===== config.mk =====
export PLATFORM = sky130hd
export DESIGN_NAME = http_chunked_body_decoder_core_flat
export DESIGN_NICKNAME = d
export VERILOG_FILES = /design/src/rtl/hcbd_pkg.sv /design/src/rtl/hcbd_if.sv /design/src/rtl/hcbd_step.sv /design/src/rtl/http_chunked_body_decoder_core.sv /design/src/flat_wrapper.sv
export SDC_FILE = /design/constraint.sdc
export NUM_CORES = 1
export LEC_CHECK = 0
export BUFFER_PORTS_ARGS = -buffer_cell sky130_fd_sc_hd__buf_2
export CORE_ASPECT_RATIO = 0.8
export CORE_MARGIN = 8
export CORE_UTILIZATION = 62
export DETAILED_ROUTE_END_ITERATION = 6
export PLACE_DENSITY = 0.85
export RECOVER_POWER = 100
export SLEW_MARGIN = 30
export SYNTH_ARGS = -nofsm -noshare
export SYNTH_HDL_FRONTEND = slang
export SYNTH_SLANG_ARGS = --single-unit

===== constraint.sdc =====
create_clock -name clock -period 3.4 [get_ports clock]
set_input_delay 0.17 -clock clock [delete_from_list [all_inputs] [get_ports clock]]
set_output_delay 0.17 -clock clock [all_outputs]
set_load 0.005 [all_outputs]

===== src/rtl/hcbd_pkg.sv =====
// Shared types and constants for the HTTP chunked body decoder.
`default_nettype none

package hcbd_pkg;

   // Parser phases
   localparam logic [2:0] PH_WS   = 3'd0;
   localparam logic [2:0] PH_NUM  = 3'd1;
   localparam logic [2:0] PH_EXT  = 3'd2;
   localparam logic [2:0] PH_CR   = 3'd3;
   localparam logic [2:0] PH_DATA = 3'd4;
   localparam logic [2:0] PH_DONE = 3'd5;

   // Result status codes
   localparam logic [1:0] STATUS_OK       = 2'd0;
   localparam logic [1:0] STATUS_SIZE_ERR = 2'd1;
   localparam logic [1:0] STATUS_TRUNC    = 2'd2;

   // Characters the size line parser looks for
   localparam logic [7:0] CHAR_SPACE = 8'h20;
   localparam logic [7:0] CHAR_HT    = 8'h09;
   localparam logic [7:0] CHAR_CR    = 8'h0D;
   localparam logic [7:0] CHAR_LF    = 8'h0A;
   localparam logic [7:0] CHAR_PLUS  = 8'h2B;
   localparam logic [7:0] CHAR_MINUS = 8'h2D;
   localparam logic [7:0] CHAR_LOW_X = 8'h78;
   localparam logic [7:0] CHAR_UP_X  = 8'h58;

   // Control part of the parser state
   typedef struct packed {
      logic [2:0] phase;
      logic       digit_seen;
      logic       prefix_zero_seen;
      logic [1:0] error_code;
   } hcbd_ctrl_type;

   // Flags of one result item
   typedef struct packed {
      logic       payload_valid;
      logic       decode_done;
      logic [1:0] decode_status;
   } hcbd_flags_type;

   localparam hcbd_ctrl_type CTRL_RESET = '{
      phase: PH_WS, digit_seen: 1'b0, prefix_zero_seen: 1'b0, error_code: STATUS_OK
   };

endpackage

`default_nettype wire


===== src/rtl/hcbd_if.sv =====
// Valid/ready channel interfaces for body bytes and decoded result items.
`default_nettype none

interface hcbd_req_if;
   logic       valid;
   logic       ready;
   logic [7:0] body_byte;
   logic       body_end;

   modport source (output valid, output body_byte, output body_end, input ready);
   modport sink   (input valid, input body_byte, input body_end, output ready);
endinterface

interface hcbd_rsp_if;
   logic       valid;
   logic       ready;
   logic [7:0] payload_byte;
   logic       payload_valid;
   logic       decode_done;
   logic [1:0] decode_status;

   modport source (output valid, output payload_byte, output payload_valid,
                   output decode_done, output decode_status, input ready);
   modport sink   (input valid, input payload_byte, input payload_valid,
                   input decode_done, input decode_status, output ready);
endinterface

`default_nettype wire


===== src/rtl/hcbd_step.sv =====
// Next-state and result logic of the chunked body parser for one byte.
`default_nettype none

module hcbd_step #(
   parameter int SIZE_BITS = 32
) (
   input  hcbd_pkg::hcbd_ctrl_type  cur_ctrl,
   input  logic [SIZE_BITS-1:0]     cur_accum,
   input  logic [SIZE_BITS-1:0]     cur_left,
   input  logic [7:0]               body_byte,
   input  logic                     body_end,
   output hcbd_pkg::hcbd_ctrl_type  nxt_ctrl,
   output logic [SIZE_BITS-1:0]     nxt_accum,
   output logic [SIZE_BITS-1:0]     nxt_left,
   output hcbd_pkg::hcbd_flags_type flags
);

   logic                 is_space;
   logic                 is_hex;
   logic [3:0]           hex_val;
   logic                 is_x;
   logic                 take_size;
   logic [SIZE_BITS-1:0] base_accum;
   logic                 base_digit;
   logic                 base_pzero;
   logic [SIZE_BITS-1:0] left_dec;
   hcbd_pkg::hcbd_ctrl_type ctrl_w;
   logic [SIZE_BITS-1:0] accum_w;
   logic [SIZE_BITS-1:0] left_w;
   logic                 valid_w;

   // Classify the byte
   always_comb begin
      is_space = (body_byte == hcbd_pkg::CHAR_SPACE) ||
                 (body_byte >= hcbd_pkg::CHAR_HT && body_byte <= hcbd_pkg::CHAR_CR);
      is_x     = (body_byte == hcbd_pkg::CHAR_LOW_X) || (body_byte == hcbd_pkg::CHAR_UP_X);
      is_hex   = 1'b0;
      hex_val  = 4'd0;
      if (body_byte >= 8'h30 && body_byte <= 8'h39) begin
         is_hex  = 1'b1;
         hex_val = body_byte[3:0];
      end else if ((body_byte >= 8'h61 && body_byte <= 8'h66) ||
                   (body_byte >= 8'h41 && body_byte <= 8'h46)) begin
         is_hex  = 1'b1;
         hex_val = body_byte[3:0] + 4'd9;
      end
   end

   // A size line starts fresh on its first non-space byte
   assign base_accum = (cur_ctrl.phase == hcbd_pkg::PH_WS) ? '0 : cur_accum;
   assign base_digit = (cur_ctrl.phase == hcbd_pkg::PH_WS) ? 1'b0 : cur_ctrl.digit_seen;
   assign base_pzero = (cur_ctrl.phase == hcbd_pkg::PH_WS) ? 1'b0 : cur_ctrl.prefix_zero_seen;
   assign left_dec   = cur_left - SIZE_BITS'(1);

   always_comb begin
      ctrl_w    = cur_ctrl;
      accum_w   = cur_accum;
      left_w    = cur_left;
      valid_w   = 1'b0;
      take_size = 1'b0;

      case (cur_ctrl.phase)
         hcbd_pkg::PH_WS: begin
            if (!is_space) begin
               accum_w                 = '0;
               ctrl_w.digit_seen       = 1'b0;
               ctrl_w.prefix_zero_seen = 1'b0;
               if (body_byte == hcbd_pkg::CHAR_PLUS) begin
                  ctrl_w.phase = hcbd_pkg::PH_NUM;
               end else if (body_byte == hcbd_pkg::CHAR_MINUS) begin
                  ctrl_w.error_code = hcbd_pkg::STATUS_SIZE_ERR;
                  ctrl_w.phase      = hcbd_pkg::PH_DONE;
               end else begin
                  ctrl_w.phase = hcbd_pkg::PH_NUM;
                  take_size    = 1'b1;
               end
            end
         end
         hcbd_pkg::PH_NUM: begin
            take_size = 1'b1;
         end
         hcbd_pkg::PH_EXT: begin
            if (body_byte == hcbd_pkg::CHAR_CR) begin
               ctrl_w.phase = hcbd_pkg::PH_CR;
            end
         end
         hcbd_pkg::PH_CR: begin
            if (body_byte == hcbd_pkg::CHAR_LF) begin
               ctrl_w.phase = hcbd_pkg::PH_DATA;
            end else if (body_byte != hcbd_pkg::CHAR_CR) begin
               ctrl_w.phase = hcbd_pkg::PH_EXT;
            end
         end
         hcbd_pkg::PH_DATA: begin
            valid_w = 1'b1;
            left_w  = left_dec;
            if (left_dec == '0) begin
               ctrl_w.phase = hcbd_pkg::PH_WS;
            end else if (body_end) begin
               ctrl_w.error_code = hcbd_pkg::STATUS_TRUNC;
               ctrl_w.phase      = hcbd_pkg::PH_DONE;
            end
         end
         default: begin
            ctrl_w.phase = hcbd_pkg::PH_DONE;
         end
      endcase

      // Size line character: digit, prefix x, or end of the number
      if (take_size) begin
         if (is_hex) begin
            if (base_accum[SIZE_BITS-1 -: 4] != 4'd0) begin
               ctrl_w.error_code = hcbd_pkg::STATUS_SIZE_ERR;
               ctrl_w.phase      = hcbd_pkg::PH_DONE;
            end else begin
               accum_w                 = {base_accum[SIZE_BITS-5:0], hex_val};
               ctrl_w.prefix_zero_seen = !base_digit && (hex_val == 4'd0);
               ctrl_w.digit_seen       = 1'b1;
            end
         end else if (is_x && base_pzero) begin
            ctrl_w.prefix_zero_seen = 1'b0;
         end else if (!base_digit || base_accum == '0) begin
            ctrl_w.phase = hcbd_pkg::PH_DONE;
         end else begin
            left_w       = base_accum;
            ctrl_w.phase = (body_byte == hcbd_pkg::CHAR_CR) ? hcbd_pkg::PH_CR
                                                            : hcbd_pkg::PH_EXT;
         end
      end
   end

   // Report, then drop all state after the last byte of a body
   assign flags.payload_valid = valid_w;
   assign flags.decode_done   = (ctrl_w.phase == hcbd_pkg::PH_DONE) || body_end;
   assign flags.decode_status = ctrl_w.error_code;

   assign nxt_ctrl  = body_end ? hcbd_pkg::CTRL_RESET : ctrl_w;
   assign nxt_accum = body_end ? '0 : accum_w;
   assign nxt_left  = body_end ? '0 : left_w;

endmodule

`default_nettype wire


===== src/rtl/http_chunked_body_decoder_core.sv =====
// Top level of the HTTP chunked body decoder: input register, parser, result register.
//
//   channel | dir | handshake     | item
//   req     | in  | valid / ready | body_byte, body_end
//   rsp     | out | valid / ready | payload_byte, payload_valid, decode_done, decode_status
//
// One result item per body byte. An item passes through the input register and then the
// result register before it appears on rsp; one item per cycle is sustained while rsp is
// ready, as the parser state update between the two registers is combinational.
// Reset (synchronous) returns the parser to whitespace skipping and empties both stages.
// A stalled rsp holds its item; req stays ready while the input register can move on.
`default_nettype none

module http_chunked_body_decoder_core #(
   parameter int SIZE_BITS = 32
) (
   input  logic     clock,
   input  logic     reset,
   hcbd_req_if.sink req,
   hcbd_rsp_if.source rsp
);

   // Input register
   logic       in_valid_ff, in_valid_in;
   logic [7:0] in_byte_ff;
   logic       in_end_ff;

   // Parser state
   hcbd_pkg::hcbd_ctrl_type ctrl_ff, ctrl_in;
   logic [SIZE_BITS-1:0]    accum_ff, accum_in;
   logic [SIZE_BITS-1:0]    left_ff, left_in;

   // Result register
   logic                     out_valid_ff, out_valid_in;
   logic [7:0]               out_byte_ff;
   hcbd_pkg::hcbd_flags_type out_flags_ff;
   hcbd_pkg::hcbd_flags_type step_flags;

   logic out_free;
   logic in_free;
   logic step_fire;

   assign out_free  = !out_valid_ff || rsp.ready;
   assign in_free   = !in_valid_ff || out_free;
   assign step_fire = in_valid_ff && out_free;

   assign req.ready    = in_free;
   assign in_valid_in  = in_free ? req.valid : in_valid_ff;
   assign out_valid_in = out_free ? in_valid_ff : out_valid_ff;

   hcbd_step #(
      .SIZE_BITS(SIZE_BITS)
   ) u_step (
      .cur_ctrl (ctrl_ff),
      .cur_accum(accum_ff),
      .cur_left (left_ff),
      .body_byte(in_byte_ff),
      .body_end (in_end_ff),
      .nxt_ctrl (ctrl_in),
      .nxt_accum(accum_in),
      .nxt_left (left_in),
      .flags    (step_flags)
   );

   // Control state
   always_ff @(posedge clock) begin
      if (reset) begin
         in_valid_ff  <= 1'b0;
         out_valid_ff <= 1'b0;
         ctrl_ff      <= hcbd_pkg::CTRL_RESET;
         accum_ff     <= '0;
         left_ff      <= '0;
      end else begin
         in_valid_ff  <= in_valid_in;
         out_valid_ff <= out_valid_in;
         if (step_fire) begin
            ctrl_ff  <= ctrl_in;
            accum_ff <= accum_in;
            left_ff  <= left_in;
         end
      end
   end

   // Payload registers
   always_ff @(posedge clock) begin
      if (in_free) begin
         in_byte_ff <= req.body_byte;
         in_end_ff  <= req.body_end;
      end
      if (out_free) begin
         out_byte_ff  <= step_flags.payload_valid ? in_byte_ff : 8'd0;
         out_flags_ff <= step_flags;
      end
   end

   assign rsp.valid         = out_valid_ff;
   assign rsp.payload_byte  = out_byte_ff;
   assign rsp.payload_valid = out_flags_ff.payload_valid;
   assign rsp.decode_done   = out_flags_ff.decode_done;
   assign rsp.decode_status = out_flags_ff.decode_status;

`ifndef SYNTHESIS
   // Non-payload items carry a zero byte
   a_zero_byte: assert property (@(posedge clock) disable iff (reset)
      rsp.valid && !rsp.payload_valid |-> rsp.payload_byte == 8'd0)
      else $error("non-payload item with nonzero byte");

   // Chunk data phase always has bytes still due
   a_data_left: assert property (@(posedge clock) disable iff (reset)
      ctrl_ff.phase == hcbd_pkg::PH_DATA |-> left_ff != '0)
      else $error("data phase with no bytes left");

   // Last byte of a body returns the parser to its reset state
   a_end_reset: assert property (@(posedge clock) disable iff (reset)
      step_fire && in_end_ff |=> ctrl_ff == hcbd_pkg::CTRL_RESET && left_ff == '0)
      else $error("parser state not cleared after last byte");

   // After decoding ends every item reports done and no payload
   a_done_item: assert property (@(posedge clock) disable iff (reset)
      step_fire && ctrl_ff.phase == hcbd_pkg::PH_DONE
      |=> rsp.valid && rsp.decode_done && !rsp.payload_valid)
      else $error("item after end of decoding not marked done");
`endif

endmodule

`default_nettype wire

===== src/flat_wrapper.sv =====
// flat-port wrapper written by rule: the top's interface ports become plain ports
module http_chunked_body_decoder_core_flat 
#(
   parameter int SIZE_BITS = 32
)
  (clock, reset, req_valid, req_body_byte, req_body_end, req_ready, rsp_valid, rsp_payload_byte, rsp_payload_valid, rsp_decode_done, rsp_decode_status, rsp_ready);
  hcbd_req_if req_i ();
  hcbd_rsp_if rsp_i ();
  input  logic clock;
  input  logic reset;
  input wire logic [$bits(req_i.valid)-1:0] req_valid;
  input wire logic [$bits(req_i.body_byte)-1:0] req_body_byte;
  input wire logic [$bits(req_i.body_end)-1:0] req_body_end;
  output wire logic [$bits(req_i.ready)-1:0] req_ready;
  output wire logic [$bits(rsp_i.valid)-1:0] rsp_valid;
  output wire logic [$bits(rsp_i.payload_byte)-1:0] rsp_payload_byte;
  output wire logic [$bits(rsp_i.payload_valid)-1:0] rsp_payload_valid;
  output wire logic [$bits(rsp_i.decode_done)-1:0] rsp_decode_done;
  output wire logic [$bits(rsp_i.decode_status)-1:0] rsp_decode_status;
  input wire logic [$bits(rsp_i.ready)-1:0] rsp_ready;
  assign req_i.valid = req_valid;
  assign req_i.body_byte = req_body_byte;
  assign req_i.body_end = req_body_end;
  assign req_ready = req_i.ready;
  assign rsp_valid = rsp_i.valid;
  assign rsp_payload_byte = rsp_i.payload_byte;
  assign rsp_payload_valid = rsp_i.payload_valid;
  assign rsp_decode_done = rsp_i.decode_done;
  assign rsp_decode_status = rsp_i.decode_status;
  assign rsp_i.ready = rsp_ready;
  http_chunked_body_decoder_core #(.SIZE_BITS(SIZE_BITS)) u_core (.clock(clock), .reset(reset), .req(req_i), .rsp(rsp_i));
endmodule

After elaboration in Yosys (flattened, before gate mapping)

Index checks and enable logic that the tools add are counted.

Flip-flop bits (word level): 94
Input port bits: 13
Output and inout port bits: 14
Logic and storage cells: 111

$add $sub $neg: 2
Order comparisons: 8
Eq/ne operators: 13
Mux-type cells: 52
Reduce and logical (&&, ||, !) cells: 22

Operators with widths:

| cell                                                                   | count |
|---|---|
| 32-bit 2-to-1 mux                                                      | 13 |
| 32-bit zero test                                                       | 2 |
| 3-bit 2-to-1 mux                                                       | 11 |
| 32-bit by 1-bit subtractor with 32-bit output (second input constant)  | 1 |
| 8-bit by 6-bit == test with 1-bit output (second input constant)       | 3 |
| 7-bit 2-to-1 mux                                                       | 3 |
| 8-bit by 4-bit == test with 1-bit output (second input constant)       | 2 |
| 8-bit by 7-bit == test with 1-bit output (second input constant)       | 2 |
| 8-bit by 7-bit >= comparator with 1-bit output (second input constant) | 2 |
| 8-bit by 7-bit <= comparator with 1-bit output (second input constant) | 2 |
| 2-bit 2-to-1 mux                                                       | 8 |
| 3-bit case mux with 5 select lines                                     | 1 |
| 1-bit 2-to-1 mux                                                       | 12 |
| 8-bit by 4-bit >= comparator with 1-bit output (second input constant) | 1 |
| 8-bit by 6-bit >= comparator with 1-bit output (second input constant) | 1 |
| 8-bit by 4-bit <= comparator with 1-bit output (second input constant) | 1 |
| 8-bit by 6-bit <= comparator with 1-bit output (second input constant) | 1 |
| 4-bit 2-to-1 mux                                                       | 2 |
| 8-bit by 4-bit != test with 1-bit output (second input constant)       | 1 |
| 1-bit logical AND                                                      | 7 |
| 1-bit logical OR                                                       | 7 |
| 3-bit by 2-bit == test with 1-bit output (second input constant)       | 2 |
| 3-bit == test (second input constant)                                  | 2 |
| 4-bit adder (second input constant)                                    | 1 |
| other kinds (7)                                                        | 9 |

Logic depth before layout (Yosys ltp)

Word-level depth: 12
Gate-level depth with buffers: 11
Mapped depth without buffers: 9

By module

From an unflattened synthesis, not the netlist that was laid out.

Cell total of the unflattened synthesis: 824
Area, all modules: 6752.7 um^2

Modules (own cells, without submodules):

| module                         | instances | cells each | area an instance (um^2) | sequential area each (um^2) |
|---|---|---|---|---|
| http_chunked_body_decoder_core | 1         | 347        | 3946.3                  | 2092.0 |
| hcbd_step                      | 1         | 477        | 2806.4                  | 0.0 |

Worst setup path after synthesis

OpenSTA, ideal clock, no wires.

Kind: reg2reg
Start: register u_core.left_ff[0]
End: register u_core.ctrl_ff[6] in the netlist's numbering
Setup time: 132 ps
Arrival: 2518 ps
Data required time: 3268 ps
Setup slack: 750 ps
Cell stages (with the launch flop): 10
Path buffers: 0
Clock period less this slack: 2650 ps
Cell sequence: dfxtp_1 > inv_1 > ha_1 > nor3b_2 > a32o_1 > a22oi_1 > or4b_1 > or3b_1 > o41ai_2 > a21oi_1

Longest elaborated chain between the ends: 8
Elaborated cells on any way between the ends: 9
Classes of those cells: add/sub: 1; mux: 7; reduce/logical: 1

RTL lines:

| element                                           | RTL line                             | source |
|---|---|---|
| from (decl)                                       | http_chunked_body_decoder_core.sv:31 | `logic [SIZE_BITS-1:0] left_ff, left_in;` |
| from (signal assigned)                            | http_chunked_body_decoder_core.sv:79 | `left_ff <= left_in;` |
| 32-bit by 1-bit subtractor with 32-bit output (*) | hcbd_step.sv:53                      | `assign left_dec = cur_left - SIZE_BITS'(1);` |
| 32-bit zero test (*)                              | hcbd_step.sv:97                      | `if (left_dec == '0) begin` |
| 3-bit 2-to-1 mux (*)                              | hcbd_step.sv:97                      |  |
| 3-bit case mux with 5 select lines (*)            | hcbd_step.sv:62                      | `case (cur_ctrl.phase)` |
| 3-bit 2-to-1 mux (on tied branches)               | hcbd_step.sv:120, hcbd_step.sv:112   |  |
| 3-bit 2-to-1 mux                                  | hcbd_step.sv:111                     | `if (is_hex) begin` |
| 7-bit 2-to-1 mux (*)                              | hcbd_step.sv:110                     | `if (take_size) begin` |
| 7-bit 2-to-1 mux (*)                              | hcbd_step.sv:137                     | `assign nxt_ctrl = body_end ? hcbd_pkg::CTRL_RESET : ctrl_w;` |
| to (signal assigned)                              | http_chunked_body_decoder_core.sv:70 | `ctrl_ff <= hcbd_pkg::CTRL_RESET;` |
| to (signal assigned)                              | http_chunked_body_decoder_core.sv:77 | `ctrl_ff <= ctrl_in;` |
| to (decl)                                         | http_chunked_body_decoder_core.sv:29 | `hcbd_pkg::hcbd_ctrl_type ctrl_ff, ctrl_in;` |

Every way passes the cells marked *; elsewhere a longest branch is shown, timed or not.
A chain may end at the register's enable or synchronous reset.

Worst setup path after layout

Start: register u_core.out_valid_ff, in the netlist u_core.rsp.valid
End: register u_core.left_ff[0]

Longest elaborated chain between the ends: 3

RTL lines:

| element                | RTL line                             | source |
|---|---|---|
| from (decl)            | http_chunked_body_decoder_core.sv:34 | `logic out_valid_ff, out_valid_in;` |
| from (signal assigned) | http_chunked_body_decoder_core.sv:75 | `out_valid_ff <= out_valid_in;` |
| 1-bit zero test        | http_chunked_body_decoder_core.sv:43 | `assign out_free = !out_valid_ff \|\| rsp.ready;` |
| 1-bit logical OR       | http_chunked_body_decoder_core.sv:43 |  |
| 1-bit logical AND      | http_chunked_body_decoder_core.sv:45 | `assign step_fire = in_valid_ff && out_free;` |

No other way between the ends.

==> reports/metrics.cfg <==
[yosys]
synthAdderAreaFrac_pct = 1.626
synth_nets = 644
syn_area_per_cell_um2 = 8.632
ys_seq_area_share_pct = 38.84
netlist_area_um2 = 5386
synth_seq_cells = 94
synthArstFlopShare_pct = 0
synthFlopType = dfxtp_1
synth_cell_types = 74
synthMuxAreaShare_pct = 1.603
ys_warn_count = 0
synth_compound_area_share_pct = 20.88
synthXorXnorAreaFrac_pct = 5.203
synth_top_area_share_pct = 27.13
synth-simple-area-share_pct = 26.48
synth_top_area_cell = dfxtp_1
synth.area.top_cells = dfxtp_1 27%, edfxtp_1 12%, a22o_1 4.9%, nor2_1 4.7%, xnor2_1 4.1%
synthCells = 624
synth_edf_count = 21
synth_top_family_by_area = simple AND/OR/NAND/NOR gates

[floorplanning]
die_area_um2 = 11940
die_h_um = 99.37
ios = 27
core_um2 = 8446
die_x_um = 120.2
rows = 30
start_util_pct = 63.78

[sta]
finClkSkew_ns = 0.01059
fin_crit_sh_pct = 93.46
maxSlewHeadroom_pct = 38.56
worstMarginPinSlew_ns = 0.9216
holdWs_ns = 0.08495
drv_slew = 0
rsz0062_at_grt = false
setup_tns_ns = 0
finalSetupViolCount = 0
hold_viol_final = 0
clock.fmax_ghz = 0.3147
finalCriticalPeriod_ns = 3.178

[pwr]
pwr-share-clk_pct = 32.8
p_seq_share_pct = 51.8
p_int_w = 0.001590
power.leakage_nw = 2.203
switching_share_pct = 30.91
p_per_area_nw_per_um2 = 394.6
power_switching_w = 0.0007117
combPwrFrac_pct = 15.4
vdd_drop_max_uv = 363.8

[cells_and_area]
fillers = 701
regArea_um2 = 2092
drive_above_1_share_pct = 10.97
final_cell_mix = 73 x dfxtp_1, 68 x nor2_1, 51 x nand2_1, 41 x a21oi_1, 30 x a22o_1
final_common_cell = dfxtp_1
syn_to_final_growth_pct = 8.316
multi_input_area_um2 = 2990
fin_nets = 662
n_antenna_cell = 0

[status]
status = completed

[worst_setup_path]
crit_path_start_kind = flop
worstPathRequired_ns = 3.70
crit_arrival_ns = 3.48
end_kind = flop
crit_type = flop to flop
cp_max_fo = 14

[placed_design]
port_buffers = 26
hpwlAfterDp_um = 10850
gp_congestion = 1.037

[drt]
drt_pass1_iterations = 6
wl_per_cell_um = 20.87
via_per_inst = 6.848
drtIter0Drc = 964
vias = 5198
drt_drc_violations_left = 0
detail-route-antenna-nets = 0
routed_wirelength_um = 15840

[clocking]
htree_levels = 3
cts_sinks = 94
tritoncts.num_buffers = 9
cts.path.max_buffers = 2
cts_root_buf = clkbuf_8
ctsResizeCount = 0
cts_tree = done
ctsHoldBuffers = 10
clk_pin_slew_worst_paths_ns = 0.10
worstSkewPairLatency_ns = 0.39
post_cts_buffers = 0

[global_route]
grt_pass1_vias = 4609
track_usage_pct = 26.38
grt_overflow = 0
grt_max_degree = 71
grt_pass1_wl_um = 25160
antenna_found_initial = 0

[hold_path]
hold_class = primary input to flop

[run]
cap_violations = 0

==> cell type report <==
| cell class | count | area share, % |
|---|---|---|
| clock buffer | 9 | 2.123 |
| multi-input combinational | 467 | 51.25 |
| tap | 112 | 2.402 |
| sequential | 94 | 35.86 |
| inverter | 14 | 0.9007 |
| clock inverter | 7 | 1.222 |
| timing repair buffer | 56 | 6.241 |
==> metal layers <==
metal	vias up	routed length (um)	GRT usage, %
li1	2333	-	-
met4	0	430	8.908
met2	373	6813	37.95
met3	51	2128	6.625
met1	2441	6472	37.38
met5	-	0	0
==> power groups by stage <==
| stage | registers [W] | clock network (W) | logic, W |
|---|---|---|---|
| floorplan | 0.00120 | 0 | 0.000256 |
| global placement | 0.00122 | 0 | 0.000330 |
| detailed placement | 0.00122 | 0 | 0.000338 |
| CTS | 0.00119 | 0.000759 | 0.000350 |
| global route | 0.00120 | 0.000801 | 0.000381 |
| finish | 0.00119 | 0.000755 | 0.000354 |
==> cell families after synthesis <==
group / Yosys count
AO/OA/AOI/OAI: 157
XOR/XNOR: 32
adder cells (fa/ha/maj): 7
buffers and inverters: 63
flip-flops: 94
multiplexers: 8
AND/OR/NAND/NOR: 263
==> registers in the layout (all words and copies together), names as in the netlist <==
| name | flops |
|---|---|
| u_core.rsp.decode_status | 2 |
| u_core.in_end_ff | 1 |
| u_core.left_ff | 32 |
| u_core.ctrl_ff | 7 |
| u_core.rsp.payload_valid | 1 |
| u_core.rsp.decode_done | 1 |
| u_core.accum_ff | 32 |
| u_core.in_valid_ff | 1 |
| u_core.rsp.valid | 1 |
| u_core.in_byte_ff | 8 |
| u_core.rsp.payload_byte | 8 |
==> Yosys cell counts (6+ instances only) <==
cell type   n
a21oi_1    41
nor3_1     21
or3_1       8
nor4_1     20
o21ai_0    15
and3_1     19
buf_4       6
xor2_1      7
ha_1        7
o41ai_1     6
inv_1      13
a22oi_1     8
nand2_1    51
o21ai_1    12
dfxtp_1    73
clkbuf_1   32
nand3_1    21
and2_1      6
a22o_1     30
buf_2       6
xnor2_1    25
nor2_1     68
edfxtp_1   21
nand4_1     9
==> metrics by stage <==
stage | worst slack (ns) | power (W) | util, % | cells | cell area [um^2]
floorplan | 0.7499 | 0.001460 | - | 624 | 5386
global placement | 0.5531 | 0.001545 | 66.10 | 733 | 5583
detailed placement | 0.3238 | 0.001555 | 66.10 | 733 | 5583
CTS | 0.2985 | 0.002300 | 69.60 | 759 | 5878
global route | 0.06057 | 0.002379 | 69.08 | 759 | 5834
finish | 0.2224 | 0.002302 | 69.08 | 759 | 5834
==> path summary, 6_finish.rpt <==
path	from	end	slack, ns	depth (start not counted)
hold reg to reg	u_core.ctrl_ff[1]	u_core.ctrl_ff[1]	0.50	1
setup reg to reg	u_core.rsp.valid	u_core.left_ff[0]	0.22	7
hold / removal	rsp_ready	u_core.rsp.valid	0.08	4
setup / recovery	u_core.rsp.valid	u_core.left_ff[0]	0.22	7
==> worst max-delay path: stages (launching register included) <==
cell and delay (ns):
dfxtp_1 0.32, nor2b_1 0.16, inv_1 0.05, clkbuf_1 0.60
and2_0 0.68, nand2_1 0.55, or4_1 0.62, o31ai_1 0.09
Note: power is estimated with default switching activity, not from simulation.
